## src/sv/mpcs_pkg.sv

```systemverilog
`timescale 1ns / 1ps
// shared constants, command codes and control structs of the motion color stats block
// no dependencies

package mpcs_pkg;

    localparam int COORD_BITS_DEF = 12;
    localparam int COUNT_BITS_DEF = 32;

    localparam int PIX_W     = 8;
    localparam int FIELD_CRD = 12;
    localparam int FRAME_W   = 13;
    localparam int CNT_OUT_W = 32;
    localparam int FIX_W     = 16;
    localparam int CFG_IDX_W = 2;
    localparam int CFG_DAT_W = 13;

    // register indexes of the configuration port
    localparam logic [CFG_IDX_W-1:0] REG_THRESHOLD = 2'd0;
    localparam logic [CFG_IDX_W-1:0] REG_WIDTH     = 2'd1;
    localparam logic [CFG_IDX_W-1:0] REG_HEIGHT    = 2'd2;

    localparam logic [PIX_W-1:0]   THRESHOLD_RST = 8'd50;
    localparam logic [FRAME_W-1:0] WIDTH_RST     = 13'd640;
    localparam logic [FRAME_W-1:0] HEIGHT_RST    = 13'd480;

    // datapath operations issued by the controller
    localparam int OP_W = 4;
    localparam logic [OP_W-1:0] OP_NONE      = 4'd0;
    localparam logic [OP_W-1:0] OP_MUL_DEN   = 4'd1;
    localparam logic [OP_W-1:0] OP_MUL_P1    = 4'd2;
    localparam logic [OP_W-1:0] OP_MUL_P2    = 4'd3;
    localparam logic [OP_W-1:0] OP_MUL_STEP  = 4'd4;
    localparam logic [OP_W-1:0] OP_SAVE_DEN  = 4'd5;
    localparam logic [OP_W-1:0] OP_SAVE_P1   = 4'd6;
    localparam logic [OP_W-1:0] OP_DIV_MEAN  = 4'd7;
    localparam logic [OP_W-1:0] OP_DIV_VAR   = 4'd8;
    localparam logic [OP_W-1:0] OP_DIV_STEP  = 4'd9;
    localparam logic [OP_W-1:0] OP_SAVE_MEAN = 4'd10;
    localparam logic [OP_W-1:0] OP_SQRT_LOAD = 4'd11;
    localparam logic [OP_W-1:0] OP_SQRT_STEP = 4'd12;
    localparam logic [OP_W-1:0] OP_SAVE_DEV  = 4'd13;
    localparam logic [OP_W-1:0] OP_OUT_LOAD  = 4'd14;

    typedef struct packed {
        logic            accept;
        logic [OP_W-1:0] op;
        logic [1:0]      ch;
    } mpcs_cmd_t;

    typedef struct packed {
        logic snap;
        logic out_free;
        logic n_zero;
        logic n_lt2;
        logic p1_le_p2;
    } mpcs_stat_t;

endpackage

```

## src/sv/mpcs_ctrl.sv

```systemverilog
`timescale 1ns / 1ps
// controller: accumulate phase, then sequences multiply, divide and root per channel
// depends on mpcs_pkg

module mpcs_ctrl import mpcs_pkg::*; #(
    parameter int COUNT_BITS = COUNT_BITS_DEF
) (
    input  logic       clk,
    input  logic       rst_n,
    input  mpcs_stat_t stat,
    output mpcs_cmd_t  cmd
);

    localparam int MUL_STEPS  = (COUNT_BITS + 8 + 7) / 8;
    localparam int MEAN_STEPS = 16;
    localparam int VAR_STEPS  = 32;
    localparam int ROOT_STEPS = 16;
    localparam int CW         = 5;

    localparam logic [4:0] S_ACC      = 5'd0;
    localparam logic [4:0] S_DEN_LD   = 5'd1;
    localparam logic [4:0] S_DEN_RUN  = 5'd2;
    localparam logic [4:0] S_DEN_SAVE = 5'd3;
    localparam logic [4:0] S_CH       = 5'd4;
    localparam logic [4:0] S_MEAN_RUN = 5'd5;
    localparam logic [4:0] S_MEAN_SV  = 5'd6;
    localparam logic [4:0] S_P1_RUN   = 5'd7;
    localparam logic [4:0] S_P1_SAVE  = 5'd8;
    localparam logic [4:0] S_P2_RUN   = 5'd9;
    localparam logic [4:0] S_P2_CHK   = 5'd10;
    localparam logic [4:0] S_VAR_RUN  = 5'd11;
    localparam logic [4:0] S_SQ_LD    = 5'd12;
    localparam logic [4:0] S_SQ_RUN   = 5'd13;
    localparam logic [4:0] S_DEV_SAVE = 5'd14;
    localparam logic [4:0] S_OUT      = 5'd15;

    logic [4:0]    state_reg, state_next;
    logic [CW-1:0] cnt_reg, cnt_next;
    logic [1:0]    ch_reg, ch_next;
    logic [4:0]    after_ch;

    assign after_ch = (ch_reg == 2'd2) ? S_OUT : S_CH;

    always_comb
    begin
        state_next = state_reg;
        cnt_next   = cnt_reg;
        ch_next    = ch_reg;
        cmd.accept = 1'b0;
        cmd.op     = OP_NONE;
        cmd.ch     = ch_reg;
        unique case (state_reg)
            S_ACC:
            begin
                cmd.accept = 1'b1;
                if (stat.snap)
                begin
                    state_next = S_DEN_LD;
                    ch_next    = 2'd0;
                end
            end
            S_DEN_LD:
            begin
                cmd.op     = OP_MUL_DEN;
                cnt_next   = CW'(MUL_STEPS - 1);
                state_next = S_DEN_RUN;
            end
            S_DEN_RUN:
            begin
                cmd.op   = OP_MUL_STEP;
                cnt_next = cnt_reg - 1'b1;
                if (cnt_reg == '0)
                    state_next = S_DEN_SAVE;
            end
            S_DEN_SAVE:
            begin
                cmd.op     = OP_SAVE_DEN;
                state_next = S_CH;
            end
            S_CH:
            begin
                // no moving pixel: mean and deviation stay cleared
                if (stat.n_zero)
                begin
                    state_next = after_ch;
                    ch_next    = ch_reg + 1'b1;
                end
                else
                begin
                    cmd.op     = OP_DIV_MEAN;
                    cnt_next   = CW'(MEAN_STEPS - 1);
                    state_next = S_MEAN_RUN;
                end
            end
            S_MEAN_RUN:
            begin
                cmd.op   = OP_DIV_STEP;
                cnt_next = cnt_reg - 1'b1;
                if (cnt_reg == '0)
                    state_next = S_MEAN_SV;
            end
            S_MEAN_SV:
            begin
                cmd.op = OP_SAVE_MEAN;
                if (stat.n_lt2)
                begin
                    state_next = after_ch;
                    ch_next    = ch_reg + 1'b1;
                end
                else
                begin
                    state_next = S_P1_RUN;
                    cnt_next   = CW'(MUL_STEPS);
                end
            end
            S_P1_RUN:
            begin
                // loads the multiplier first, then the steps follow
                cmd.op   = (cnt_reg == CW'(MUL_STEPS)) ? OP_MUL_P1 : OP_MUL_STEP;
                cnt_next = cnt_reg - 1'b1;
                if (cnt_reg == '0)
                    state_next = S_P1_SAVE;
            end
            S_P1_SAVE:
            begin
                cmd.op     = OP_SAVE_P1;
                cnt_next   = CW'(MUL_STEPS);
                state_next = S_P2_RUN;
            end
            S_P2_RUN:
            begin
                cmd.op   = (cnt_reg == CW'(MUL_STEPS)) ? OP_MUL_P2 : OP_MUL_STEP;
                cnt_next = cnt_reg - 1'b1;
                if (cnt_reg == '0)
                    state_next = S_P2_CHK;
            end
            S_P2_CHK:
            begin
                if (stat.p1_le_p2)
                begin
                    state_next = after_ch;
                    ch_next    = ch_reg + 1'b1;
                end
                else
                begin
                    cmd.op     = OP_DIV_VAR;
                    cnt_next   = CW'(VAR_STEPS - 1);
                    state_next = S_VAR_RUN;
                end
            end
            S_VAR_RUN:
            begin
                cmd.op   = OP_DIV_STEP;
                cnt_next = cnt_reg - 1'b1;
                if (cnt_reg == '0)
                    state_next = S_SQ_LD;
            end
            S_SQ_LD:
            begin
                cmd.op     = OP_SQRT_LOAD;
                cnt_next   = CW'(ROOT_STEPS - 1);
                state_next = S_SQ_RUN;
            end
            S_SQ_RUN:
            begin
                cmd.op   = OP_SQRT_STEP;
                cnt_next = cnt_reg - 1'b1;
                if (cnt_reg == '0)
                    state_next = S_DEV_SAVE;
            end
            S_DEV_SAVE:
            begin
                cmd.op     = OP_SAVE_DEV;
                state_next = after_ch;
                ch_next    = ch_reg + 1'b1;
            end
            S_OUT:
            begin
                if (stat.out_free)
                begin
                    cmd.op     = OP_OUT_LOAD;
                    state_next = S_ACC;
                end
            end
            default:
            begin
                state_next = S_ACC;
            end
        endcase
    end

    always_ff @(posedge clk or negedge rst_n)
    begin
        if (!rst_n)
        begin
            state_reg <= S_ACC;
            cnt_reg   <= '0;
            ch_reg    <= '0;
        end
        else
        begin
            state_reg <= state_next;
            cnt_reg   <= cnt_next;
            ch_reg    <= ch_next;
        end
    end

endmodule

```

## config.mk

```make
export PLATFORM = sky130hd
export DESIGN_NAME = mpcs_ctrl
export DESIGN_NICKNAME = d
export VERILOG_FILES = /design/src/sv/mpcs_pkg.sv /design/src/sv/mpcs_ctrl.sv
export SDC_FILE = /design/constraint.sdc
export NUM_CORES = 1
export LEC_CHECK = 0
export ABC_AREA = 1
export BUFFER_PORTS_ARGS = -buffer_cell sky130_fd_sc_hd__buf_4
export CORE_UTILIZATION = 30
export CTS_CLUSTER_DIAMETER = 80
export CTS_CLUSTER_SIZE = 12
export DETAILED_ROUTE_END_ITERATION = 10
export PLACE_DENSITY = 0.57
export RECOVER_POWER = 50
export SYNTH_ARGS = -nofsm -noshare
export SYNTH_HDL_FRONTEND = slang
export SYNTH_SLANG_ARGS = --single-unit
```

## constraint.sdc

```tcl
create_clock -name clk -period 1.6 [get_ports clk]
set_clock_uncertainty 0.05 [all_clocks]
set_input_delay 0.32 -clock clk [delete_from_list [all_inputs] [get_ports clk]]
set_output_delay 0.32 -clock clk [all_outputs]
set_load 0.01 [all_outputs]
```

==> flow_results.org <==
** Synthesis
- Cell count after synthesis :: 208
- Sequential fraction of the synthesis area :: 0.219
- Synthesized net count :: 219
- Dividing the synthesized area by the synthesized cell count gives 6.04 µm².
- Cell area after synthesis :: 1260 µm²
- Flip-flop and latch count after synthesis :: 11
- The Yosys step of the flow raised 0 warnings.
- Count of distinct cell types in the synthesized netlist :: 27

** Timing
- Setup violations remaining at the end of the flow were counted as 14.
- Normalized max-slew margin :: 0.593
- Hold is met by 0.489 ns.
- Setup repair after global routing could not meet its margin everywhere.
- The number of slew-limit violations in the final report was 0.
- The number of hold violations in the final report is 0.
- Transition at the pin with the smallest max-transition slack :: 0.610 ns
- Across all setup checks in the final design, the least slack found is -0.328 ns.
- Period utilization :: 1.20
- Static timing analysis puts the maximum clock frequency at 519 MHz.
- After layout, the minimum clock period comes to 1.93 ns.

** Pwr
- Leakage Power :: 0.00118 µW
- Cell Pwr Density :: 1940 nW/µm²
- Across the VDD grid, the largest voltage drop is 917 µV.

** Global routing
- Pin count of the biggest net entering global routing :: 12
- Leftover overflow at the end of global routing :: 0
- In the global route stage, overall resource usage came out at 0.201.
- The via count of the first global-routing pass is 1546.
- The initial antenna violation count was 0.
- Wire length of the first global-routing pass :: 6780 µm

** CTS
- Number of clock sinks seen by CTS :: 11
- TritonCTS built the clock tree.
- Total CTS buffers :: 3
- Buffers from clock root to sink, at most :: 2
- After clock tree synthesis, the clock-pin slew on the worst setup and hold paths is 0.05 ns.
- Skew-Pair Late Insertion Delay :: 0.24 ns
- Deepest level of the CTS H-tree :: 1
- Cell at the root of the clock tree :: sky130_fd_sc_hd__clkbuf_8

** Placed design
- Final RePlAce weighted congestion :: 0.955
- DP Area :: 1760 µm²
- Setup slack after placement :: -0.131 ns
- Summed over all nets, the half-perimeter wirelength after detailed placement is 3060 µm.
- Number of cells in the design after placement :: 317
- The count of buffers added on input and output ports is 13.

** Die
- Starting utilization of the core area :: 0.314
- FP Rows :: 23
- In this run the vertical extent of the chip is 66.7 µm.
- Area of the core :: 4000 µm²
- Measured along the x axis, the die boundary spans 66.7 µm.
- # IOs :: 14
- Die ar. :: 4450 µm²

** Finish
- Area growth syn-to-layout :: 72.6%
- Flip-flop count of the largest register, all copies and words added :: 5
- In the layout the commonest cells are sky130_fd_sc_hd__buf_4 (66), sky130_fd_sc_hd__nand2_1 (57), sky130_fd_sc_hd__nor2_1 (19).
- Number of inserted diodes :: 0
- Cell area after layout :: 2170 µm²
- In the final layout, the share of cells above drive strength 1 is 0.503.
- Net count, final :: 298
- At the end of the flow the core is filled with cells to 0.542.
- The finished layout holds 336 standard cells, fillers aside.
- The library cell used most frequently in the layout, excluding fill and tap cells, is sky130_fd_sc_hd__buf_4.

** Detailed routing
- The routed design has 4250 µm of wire.
- In the final routed layout, each cell accounts on average for 12.6 µm.
- Post-route ant nets :: 0
- Number of DRC markers after the initial detailed-route iteration :: 65
- Detailed-router iteration count before antenna repair :: 4
- Drt via density :: 4.85
- Total vias in the final route :: 1628
- In the routed design, unresolved DRC markers number 0.

** Hold path
- The path with the worst hold slack has its endpoint at ch_reg[0]$_DFFE_PN0P_.
- Class of the tightest hold or removal check :: register to register
- Startpoint of the most critical hold path :: ch_reg[0]$_DFFE_PN0P_
- Hold path cells :: 2

** Worst setup path
- Worst reg2reg path startpoint :: state_reg[2]$_DFFE_PN0P_
- The worst setup path is launched from a register.
- Across all register-to-register paths, the minimum setup slack is -0.10 ns.
- Reg2reg path depth :: 11
- Worst endpoint data arrival time :: 1.56 ns
- STA puts the critical path data required time at 1.23 ns.
- The setup path with the least slack is of type register to primary output.
- Category of the worst setup path capture point :: primary output
- Of all nets on the critical path, the largest fanout is 5.
- The worst register-to-register path ends at state_reg[2]$_DFFE_PN0P_.

** Outcome
- Run status :: complete, but fails checks
- The checks that failed: setup timing.

** Run
- The tool flagged a number of max-cap violations equal to 0.
## routing by layer
metal / track usage / share of wire
met5: 0 / 0
met4: 0.0638 / 0.025
met3: 0.0308 / 0.052
met2: 0.330 / 0.48
met1: 0.268 / 0.44
## power by group
| part | internal, µW | total, µW | switching (µW) |
|---|---|---|---|
| logic | 1550 | 3360 | 1810 |
| clock network | 175 | 282 | 106 |
| registers | 403 | 567 | 164 |
## cells by family (layout without fill, tap and decap cells)
| kind of cell | Yosys count | in the layout | share of synthesized area |
|---|---|---|---|
| AO/OA/AOI/OAI | 16 | 16 | 0.0747 |
| XOR/XNOR | 3 | 3 | 0.0209 |
| buffers and inverters | 27 | 105 | 0.0837 |
| adder cells (fa/ha/maj) | 4 | 4 | 0.0398 |
| flip-flops | 11 | 11 | 0.219 |
| AND/OR/NAND/NOR | 147 | 147 | 0.562 |
## synth_stat cells
| cell type | count | area share |
|---|---|---|
| sky130_fd_sc_hd__nand3_2 | 1 | 0.0080 |
| sky130_fd_sc_hd__nand3_1 | 13 | 0.052 |
| sky130_fd_sc_hd__nor2_2 | 7 | 0.035 |
| sky130_fd_sc_hd__xor2_1 | 2 | 0.014 |
| sky130_fd_sc_hd__nand3b_1 | 2 | 0.012 |
| sky130_fd_sc_hd__nand2_2 | 11 | 0.055 |
| sky130_fd_sc_hd__nor3_1 | 2 | 0.0080 |
| sky130_fd_sc_hd__nand2_4 | 4 | 0.036 |
| sky130_fd_sc_hd__ha_1 | 4 | 0.040 |
| sky130_fd_sc_hd__o2111ai_1 | 1 | 0.0070 |
| sky130_fd_sc_hd__and2_1 | 1 | 0.0050 |
| sky130_fd_sc_hd__o2bb2ai_2 | 1 | 0.012 |
| sky130_fd_sc_hd__nor4_1 | 1 | 0.0050 |
| sky130_fd_sc_hd__dfrtp_1 | 11 | 0.22 |
| sky130_fd_sc_hd__inv_1 | 18 | 0.054 |
| sky130_fd_sc_hd__nand2_1 | 68 | 0.20 |
| sky130_fd_sc_hd__nor3b_1 | 1 | 0.0060 |
| sky130_fd_sc_hd__nor2_1 | 29 | 0.087 |
| sky130_fd_sc_hd__a21oi_1 | 4 | 0.016 |
| sky130_fd_sc_hd__nor2_4 | 4 | 0.036 |
| sky130_fd_sc_hd__or2_1 | 1 | 0.0050 |
| sky130_fd_sc_hd__xnor2_1 | 1 | 0.0070 |
| sky130_fd_sc_hd__inv_2 | 8 | 0.024 |
| sky130_fd_sc_hd__nand4_1 | 2 | 0.010 |
| sky130_fd_sc_hd__o21ai_1 | 7 | 0.028 |
| sky130_fd_sc_hd__o21ai_0 | 3 | 0.012 |
| sky130_fd_sc_hd__buf_4 | 1 | 0.0060 |
## critical path, cell delays in order, from the launching register on
cell and delay [ns]:
sky130_fd_sc_hd__dfrtp_2 0.46, sky130_fd_sc_hd__nand2_4 0.13, sky130_fd_sc_hd__buf_6 0.15, sky130_fd_sc_hd__nor3_4 0.25
sky130_fd_sc_hd__nor2_2 0.10, sky130_fd_sc_hd__o2111ai_2 0.08, sky130_fd_sc_hd__buf_4 0.15
## what timing repair did
item,4_1_cts,5_1_grt
gates cloned,0,0
hold buffers,1,0
hold endpoints to repair,11,0
pin swaps,8,20
resized for setup,28,34
endpoints found under the setup margin,15,16
setup buffers,9,7
## worst max path at each step
stage	from	endpoint	slack (ns)	depth (start not counted)
CTS	state_reg[2]$_DFFE_PN0P_	cmd[4]	-0.23	6
global route	state_reg[2]$_DFFE_PN0P_	cmd[4]	-0.40	7
finish	state_reg[2]$_DFFE_PN0P_	cmd[3]	-0.33	6
global placement	state_reg[3]$_DFFE_PN0P_	cmd[4]	-0.15	7
detailed placement	state_reg[1]$_DFFE_PN0P_	cmd[2]	-0.13	8
floorplan	state_reg[0]$_DFFE_PN0P_	cmd[2]	0.05	8
## through the flow
stage,TNS (ns),total power [µW]
after floorplan,0,2120
after global placement,-0.553,3240
after detailed placement,-0.531,3230
after CTS,-1.17,3770
after global routing,-3.38,4570
final,-1.90,4200
## area by class of cell
class                           count  area [µm²]
Fill cell                         382        1830
Tap cell                           50        62.6
Timing Repair Buffer               75         606
Sequential cell                    11         280
Clock buffer                        4        45.0
Inverter                           26         113
Multi-Input combinational cell    170        1060
Note: power is estimated with default switching activity, not from simulation.
